## src/hw/rtl/bdl_pkg.sv

```systemverilog
package bdl_pkg;

  localparam int unsigned CAPACITY    = 256;
  localparam int unsigned ENTRY_WIDTH = 32;

  localparam int unsigned PTR_W = $clog2(CAPACITY);
  localparam int unsigned CNT_W = $clog2(CAPACITY + 1);
  localparam int unsigned SUM_W = PTR_W + 1;

  typedef enum logic [2:0] {
    OP_INS_HEAD = 3'd0,
    OP_INS_TAIL = 3'd1,
    OP_REM_HEAD = 3'd2,
    OP_REM_TAIL = 3'd3,
    OP_READ     = 3'd4
  } op_e;

  typedef struct packed {
    logic                   we;
    logic                   re;
    logic [PTR_W-1:0]       addr;
    logic [ENTRY_WIDTH-1:0] wdata;
  } mem_req_t;

  typedef struct packed {
    logic             accepted;
    logic             read_valid;
    logic [CNT_W-1:0] size;
  } res_t;

  // Ring slot of a logical offset from the head; offset never exceeds CAPACITY.
  function automatic logic [PTR_W-1:0] ring_pos(logic [PTR_W-1:0] head,
                                                logic [CNT_W-1:0] offset);
    logic [SUM_W-1:0] sum;
    sum = SUM_W'(head) + SUM_W'(offset);
    if (sum >= SUM_W'(CAPACITY)) begin
      sum = sum - SUM_W'(CAPACITY);
    end
    return sum[PTR_W-1:0];
  endfunction

endpackage

```

## src/hw/rtl/bdl_ctrl.sv

```systemverilog
module bdl_ctrl (
  input  logic                     clk_i,
  input  logic                     rst_ni,
  input  logic                     fire_i,
  input  logic [2:0]               operation_i,
  input  logic [31:0]              entry_value_i,
  input  logic [7:0]               entry_index_i,
  output bdl_pkg::mem_req_t        mem_req_o,
  output bdl_pkg::res_t            res_o
);

  logic [bdl_pkg::PTR_W-1:0] head_q, head_d, head_dec;
  logic [bdl_pkg::CNT_W-1:0] count_q, count_d;
  logic                      full, empty, idx_ok;
  bdl_pkg::op_e              op;
  bdl_pkg::mem_req_t         req;
  bdl_pkg::res_t             res;

  assign op       = bdl_pkg::op_e'(operation_i);
  assign full     = (count_q == bdl_pkg::CNT_W'(bdl_pkg::CAPACITY));
  assign empty    = (count_q == '0);
  assign idx_ok   = (int'(entry_index_i) < int'(count_q));
  assign head_dec = (head_q == '0) ? bdl_pkg::PTR_W'(bdl_pkg::CAPACITY - 1)
                                   : head_q - 1'b1;

  always_comb begin
    head_d         = head_q;
    count_d        = count_q;
    req.we         = 1'b0;
    req.re         = 1'b0;
    req.addr       = head_q;
    req.wdata      = bdl_pkg::ENTRY_WIDTH'(entry_value_i);
    res.accepted   = 1'b0;
    res.read_valid = 1'b0;
    unique case (op)
      bdl_pkg::OP_INS_HEAD: begin
        if (!full) begin
          head_d       = head_dec;
          count_d      = count_q + 1'b1;
          req.we       = 1'b1;
          req.addr     = head_dec;
          res.accepted = 1'b1;
        end
      end
      bdl_pkg::OP_INS_TAIL: begin
        if (!full) begin
          count_d      = count_q + 1'b1;
          req.we       = 1'b1;
          req.addr     = bdl_pkg::ring_pos(head_q, count_q);
          res.accepted = 1'b1;
        end
      end
      bdl_pkg::OP_REM_HEAD: begin
        if (!empty) begin
          head_d       = bdl_pkg::ring_pos(head_q, bdl_pkg::CNT_W'(1));
          count_d      = count_q - 1'b1;
          res.accepted = 1'b1;
        end
      end
      bdl_pkg::OP_REM_TAIL: begin
        if (!empty) begin
          count_d      = count_q - 1'b1;
          res.accepted = 1'b1;
        end
      end
      bdl_pkg::OP_READ: begin
        if (idx_ok) begin
          req.re         = 1'b1;
          req.addr       = bdl_pkg::ring_pos(head_q, bdl_pkg::CNT_W'(entry_index_i));
          res.read_valid = 1'b1;
        end
      end
      default: begin
      end
    endcase
    res.size = count_d;
  end

  always_ff @(posedge clk_i or negedge rst_ni) begin
    if (!rst_ni) begin
      head_q  <= '0;
      count_q <= '0;
    end else if (fire_i) begin
      head_q  <= head_d;
      count_q <= count_d;
    end
  end

  always_comb begin
    mem_req_o    = req;
    mem_req_o.we = req.we & fire_i;
    mem_req_o.re = req.re & fire_i;
  end

  assign res_o = res;

`ifndef ASSERT_OFF
  a_count_bound: assert property (@(posedge clk_i) disable iff (!rst_ni)
    int'(count_q) <= int'(bdl_pkg::CAPACITY))
    else $error("entry count above capacity");

  a_no_write_full: assert property (@(posedge clk_i) disable iff (!rst_ni)
    full |-> !mem_req_o.we)
    else $error("write issued into a full list");

  a_size_step: assert property (@(posedge clk_i) disable iff (!rst_ni)
    (fire_i && res.accepted && mem_req_o.we) |=> (count_q == $past(count_q) + 1'b1))
    else $error("accepted insert did not grow the list by one");

  a_read_in_range: assert property (@(posedge clk_i) disable iff (!rst_ni)
    mem_req_o.re |-> (!empty && !mem_req_o.we))
    else $error("read issued on an empty list or together with a write");
`endif

endmodule
```

## config.mk

```make
export PLATFORM = sky130hd
export DESIGN_NAME = bdl_ctrl
export DESIGN_NICKNAME = d
export VERILOG_FILES = /design/src/hw/rtl/bdl_pkg.sv /design/src/hw/rtl/bdl_ctrl.sv
export SDC_FILE = /design/constraint.sdc
export NUM_CORES = 1
export LEC_CHECK = 0
export BUFFER_PORTS_ARGS = -buffer_cell sky130_fd_sc_hd__buf_2
export CORE_UTILIZATION = 25
export DETAILED_ROUTE_END_ITERATION = 16
export GPL_ROUTABILITY_DRIVEN = 0
export PLACE_DENSITY = 0.5
export SYNTH_ARGS = -nofsm -noshare
export SYNTH_HDL_FRONTEND = slang
export SYNTH_SLANG_ARGS = --single-unit
```

## constraint.sdc

```tcl
create_clock -name clk_i -period 2.55 [get_ports clk_i]
set_input_delay 0.3825 -clock clk_i [delete_from_list [all_inputs] [get_ports clk_i]]
set_output_delay 0.3825 -clock clk_i [all_outputs]
set_load 0.02 [all_outputs]
```

== Word level (Yosys, flattened, before mapping) ==
Cells that the tools add are included.
Storage, ports and cells
  bits in registers: 17
  input port bits: 46
Operators by class
  reductions and logical operators: 7
  mux-type cells: 20
  equal/unequal tests: 6
  add/sub/neg operators: 9
  $lt $le $gt $ge: 4
  bitwise logic cells: 2
Operators by type and width (number)
  8-bit two-way mux: 7
  8-bit by 1-bit subtractor with 8-bit output, second input constant: 4
  9-bit >= comparator, second input constant: 3
  9-bit two-way mux: 3
  8-bit case mux with 3 select lines: 1
  9-bit case mux with 2 select lines: 1
  8-bit case mux with 2 select lines: 1
  8-bit by 1-bit adder with 9-bit output, second input constant: 1
  8-bit by 8-bit adder with 9-bit output: 1
  8-bit by 9-bit adder with 9-bit output: 1
  9-bit by 1-bit adder with 9-bit output, second input constant: 1
  9-bit == test, second input constant: 1
  9-bit logical NOT: 1
  8-bit by 9-bit less-than comparator with 1-bit output: 1
  9-bit by 1-bit subtractor with 9-bit output, second input constant: 1
  8-bit logical NOT: 1
  3-bit by 2-bit == test with 1-bit output, second input constant: 2
  1-bit two-way mux: 6
  2-bit OR reduction: 2
  3-bit by 1-bit == test with 1-bit output, second input constant: 1
  3-bit == test, second input constant: 1
  3-bit logical NOT: 1
  3-bit AND reduction: 1
  1-bit AND: 2
  other kinds (3): 3

== Logic depth before layout (Yosys ltp) ==
  word-level depth: 6
  gate-level depth with buffers: 10
  gate-level depth less buffers: 9

== Least setup slack after synthesis ==
Ideal clock, no wire load.
  kind: reg-to-output
  start point: reg count_q[0] in the netlist's numbering
  end point: out res_o[2] in the netlist's numbering
  required time: 2.168 ns
  cell stages (with the launch flop): 8
  setup slack: -0.323 ns
  arrival time: 2.490 ns
  cells stage by stage: dfrtp_1 inv_1 ha_1 nor3b_1 nor3b_2 a211oi_1 nand2_1 xnor2_1
RTL lines
  from (decl): line bdl_ctrl.sv:13  | logic [bdl_pkg::CNT_W-1:0] count_q, count_d;
  from (signal assigned): line bdl_ctrl.sv:85  | count_q <= count_d;
  to (decl): line bdl_ctrl.sv:9  | output bdl_pkg::res_t res_o

==> results_tabular.tex <==
\begin{tabular}{lr}
\hline
Metric & Value \\
\hline
\multicolumn{2}{l}{\textbf{Critical path}} \\
\quad Critical path destination & mem\_req\_o[39] \\
\quad Startpoint type of the worst setup path & register \\
\quad Required time of the worst setup path & 2170 ps \\
\quad CP Max Fanout & 4 \\
\quad R2R Path End & head\_q[5] \\
\quad Flop2flop setup slack & 200 ps \\
\quad Critical Path End Type & primary output \\
\quad Worst Path Arrival & 2500 ps \\
\quad Logic depth of the worst register-to-register path & 10 \\
\quad Beginning of the worst register-to-register path & count\_q[1] \\
\quad Critical path origin & head\_q[4] \\
\quad WS Path Type & reg2out \\
\multicolumn{2}{l}{\textbf{Global route}} \\
\quad Total routing usage reported by global routing & between 10\% and 20\% \\
\quad Total overflow reported by the global router & 0 \\
\quad Via count of the first global-routing pass & approximately 3200 \\
\quad Largest net degree at the start of global routing & 19 \\
\quad Wire length of the first global-routing pass & approximately 17 mm \\
\quad Antenna violations before repair & 0 \\
\multicolumn{2}{l}{\textbf{Timing}} \\
\quad Final worst-path cycle share & 113.2\% \\
\quad Transition time of the tightest slew-check pin & roughly 490 ps \\
\quad Final critical-path setup slack & -336.1 ps \\
\quad Worst slew margin & 67.56\% \\
\quad Final number of setup-violating endpoints & 14 \\
\quad Unrepaired setup endpoints after global routing & true \\
\quad Max Slew Vio Count & 0 \\
\quad Hold slack final & 83.60 ps \\
\quad Final hold violation count & 0 \\
\quad Clk\_skew & between 1.5 and 2 ps \\
\quad Final-layout setup total negative slack & -2258 ps \\
\quad Clock period minus final worst setup slack & 2886 ps \\
\quad Fmax & 0.3465 GHz \\
\multicolumn{2}{l}{\textbf{Status}} \\
\quad Result of the run & complete, but fails checks \\
\quad Violations in the final reports & setup timing \\
\multicolumn{2}{l}{\textbf{Floorplanning}} \\
\quad Core outline area & 11030 µm² \\
\quad Initial standard-cell utilization of the core & 26.10\% \\
\quad Total die area & roughly 12000 µm² \\
\quad Die boundary width & roughly 110 µm \\
\quad Die height & 109.3 µm \\
\quad Count of standard-cell rows & 38 \\
\quad Number of ports placed on the die boundary & 99 \\
\multicolumn{2}{l}{\textbf{Drt}} \\
\quad Number of search-and-repair iterations in the first detailed-routing pass & 5 \\
\quad First DRT Iteration DRCs & 264 \\
\quad Remaining antenna violation count & 0 \\
\quad Number of design rule violations left after detail routing & 0 \\
\quad Detailed-route wire length & 10.85 mm \\
\quad Vias after detailed routing & around 3400 \\
\quad Met3 WL post-DR & 733 µm \\
\quad Drt via density & 5.347 \\
\quad Wl on met1 & $\sim$4.9 mm \\
\quad Routed met2 length & 4.979 mm \\
\quad Routed len/inst & 17.16 µm \\
\quad Top layer in use & met4 \\
\multicolumn{2}{l}{\textbf{CTS}} \\
\quad CTS tree & built \\
\quad Num CTS Buffers & 3 \\
\quad Number of clock sinks seen by CTS & 17 \\
\quad Buffer cell driving the clock tree root & clkbuf\_16 \\
\quad Maximum clock insertion buffer count & 2 \\
\quad CTS HTree Levels & 1 \\
\quad Total of hold buffers inserted after clock tree synthesis & 0 \\
\quad Register clock-pin slew on the reported worst setup and hold paths & 60 ps \\
\quad Worst skew pair latency & 250 ps \\
\multicolumn{2}{l}{\textbf{Final layout}} \\
\quad Share of final-layout standard cells stronger than drive strength 1 & between 50\% and 60\% \\
\quad Count of inserted antenna diode cells & 0 \\
\quad Count of nets after finishing & 567 \\
\quad Layout Area Growth over Synthesis & 56.28\% \\
\quad Cell Count, Final, Fillers Out & approximately 630 \\
\quad Post-layout utilization of the core & 40.79\% \\
\multicolumn{2}{l}{\textbf{Pwr}} \\
\quad Power density of the placed cells & around 1100 nW/µm² \\
\quad Total power of the final layout & roughly 5100 µW \\
\quad Maximum ir drop on the vdd rail & about 0.51 mV \\
\quad Leakage power & 0.001913 µW \\
\multicolumn{2}{l}{\textbf{Synth}} \\
\quad Mapped Avg Cell Area & 7.439 µm² \\
\quad Cell Area, Synth & 2879 µm² \\
\quad Syn\_nets & $\sim$460 \\
\quad Async SR Flop Fraction & between 90\% and 100\% \\
\quad Count of flip-flops with a built-in enable after synthesis & 0 \\
\quad Cells after Synth & 387 \\
\quad Most used flip-flop cell after synthesis & dfrtp\_1 \\
\quad Unique cell type count in the Yosys netlist & 61 \\
\quad Ys Warns & 0 \\
\quad Synthesis-stage register bit count & 17 \\
\quad Sequential element share of the synthesized area & 14.78\% \\
\multicolumn{2}{l}{\textbf{Hold path}} \\
\quad Path category of the worst min-delay check & in2async \\
\multicolumn{2}{l}{\textbf{Place}} \\
\quad Post-Place Cells & roughly 590 \\
\quad Number of buffer cells added on primary ports & 34 \\
\quad Half-perimeter wire length after placement & 8.091 mm \\
\multicolumn{2}{l}{\textbf{Flow run}} \\
\quad MaxCap Viol Count & 0 \\
\hline
\end{tabular}
## synth_stat cells (2+ instances only)
| library cell | number | share of area (%) |
|---|---|---|
| buf_4 | 32 | 8.3 |
| o211ai_1 | 4 | 1.0 |
| a22oi_1 | 3 | 0.78 |
| xnor2_1 | 20 | 6.1 |
| a211o_1 | 3 | 0.91 |
| o21a_1 | 5 | 1.3 |
| a221o_1 | 2 | 0.70 |
| nor3_1 | 14 | 2.4 |
| ha_1 | 26 | 11 |
| or4_4 | 2 | 0.78 |
| nand3b_1 | 2 | 0.52 |
| buf_6 | 2 | 0.78 |
| mux2_2 | 2 | 0.78 |
| xor2_1 | 3 | 0.91 |
| a311o_1 | 2 | 0.70 |
| or3_1 | 3 | 0.65 |
| mux2i_1 | 5 | 1.7 |
| o21bai_1 | 2 | 0.52 |
| and3_1 | 4 | 0.87 |
| a21oi_1 | 28 | 4.9 |
| o22a_1 | 2 | 0.61 |
| o21ai_0 | 28 | 4.9 |
| o221ai_1 | 2 | 0.61 |
| a211oi_1 | 4 | 1.0 |
| fa_1 | 2 | 1.4 |
| dfrtp_1 | 17 | 15 |
| nor3b_1 | 2 | 0.52 |
| nand2b_1 | 4 | 0.87 |
| a31oi_1 | 12 | 2.6 |
| nand2_1 | 25 | 3.3 |
| or3b_2 | 3 | 0.91 |
| buf_2 | 6 | 1.0 |
| nor2b_1 | 4 | 0.87 |
| clkbuf_1 | 14 | 1.8 |
| nor2_1 | 34 | 4.4 |
| o32ai_1 | 2 | 0.61 |
| inv_1 | 18 | 2.3 |
| nand4_1 | 4 | 0.87 |
| nand3_1 | 12 | 2.1 |
| o22ai_1 | 2 | 0.43 |
| a21o_1 | 6 | 1.6 |
## sequential cells by signal, summed over array words and instances (netlist names)
name / flops
head_q: 8
count_q: 9
## cell type report
cell class / count / area (µm²)
Timing Repair Buffer: 155 / 1267
Clock inverter: 1 / 5.005
Clock buffer: 3 / 75.07
Sequential cell: 17 / 435.4
Fill cell: 1093 / 6531
Tap cell: 140 / 175.2
Inverter: 18 / 70.07
Multi-Input combinational cell: 298 / 2471
## layer usage
metal  vias up  global-route usage, %
met2       157                  30.14
met4         0                  5.714
met1      1602                  24.77
li1       1593                      -
met3        27                  1.186
met5         -                      0
## what timing repair did
| item | 4_1_cts | 5_1_grt |
|---|---|---|
| gates resized for setup | 86 | 57 |
| pin swaps | 21 | 17 |
| gates cloned | 1 | 1 |
| buffers inserted | 17 | 19 |
| endpoints found under the setup margin | 17 | 20 |
| hold endpoints to repair | 0 | 0 |
## how the worst min path moves through the flow
stage,start,end,slack (ps),cells past startpoint
after global routing,rst_ni,head_q[3],100,1
after CTS,rst_ni,head_q[3],90,1
after floorplan,rst_ni,count_q[0],90,0
after global placement,rst_ni,head_q[2],360,1
final,rst_ni,head_q[3],80,1
after detailed placement,rst_ni,head_q[3],360,1
## per-stage QoR
stage	setup WS, ps	cell area (µm²)
floorplan	-0.6439	2914
global placement	-57.30	3553
detailed placement	-101.2	3553
CTS	-324.6	4125
global route	-381.0	4499
finish	-336.1	4499
## worst max-delay path, cell delays in order, from the launching register on
cell and delay [ps]:
dfrtp_2 450, or3_2 500, a311o_1 370, a2bb2oi_2 180, o221ai_1 130, o21bai_1 170, a311o_1 310, buf_6 150
## cells in the final DEF, fill, tap and decap left out, types with 3 or more instances in the layout
master / n
a211o_1: 3
a211oi_2: 3
a21o_1: 6
a21oi_1: 22
a21oi_2: 6
a31oi_1: 11
buf_12: 3
buf_2: 17
buf_4: 106
buf_6: 29
clkbuf_16: 3
dfrtp_1: 9
dfrtp_2: 8
ha_1: 14
ha_4: 12
inv_1: 10
inv_2: 7
nand2_1: 22
nand2b_1: 4
nand3_1: 11
nand4_1: 4
nor2_1: 31
nor3_1: 11
nor3_2: 3
o211ai_1: 4
o21a_1: 5
o21ai_0: 18
o21ai_1: 4
o21ai_2: 6
or3_1: 3
or4_4: 3
xnor2_1: 17
xnor2_2: 3
xor2_1: 3
## logic make-up after synthesis
| family | count (synthesis) | share of synthesized area, % |
|---|---|---|
| AND/OR/NAND/NOR | 121 | 21.43 |
| AO/OA/AOI/OAI | 119 | 27.25 |
| buffers and inverters | 72 | 14.34 |
| adder cells (fa/ha/maj) | 28 | 12.69 |
| XOR/XNOR | 23 | 6.997 |
| flip-flops | 17 | 14.78 |
| multiplexers | 7 | 2.521 |
## power by group
part / internal [µW] / switching, µW
combinational: 2210 / 2060
clock: 210 / 118
sequential: 389 / 148
No activity file was read; power rests on OpenSTA's default activity.
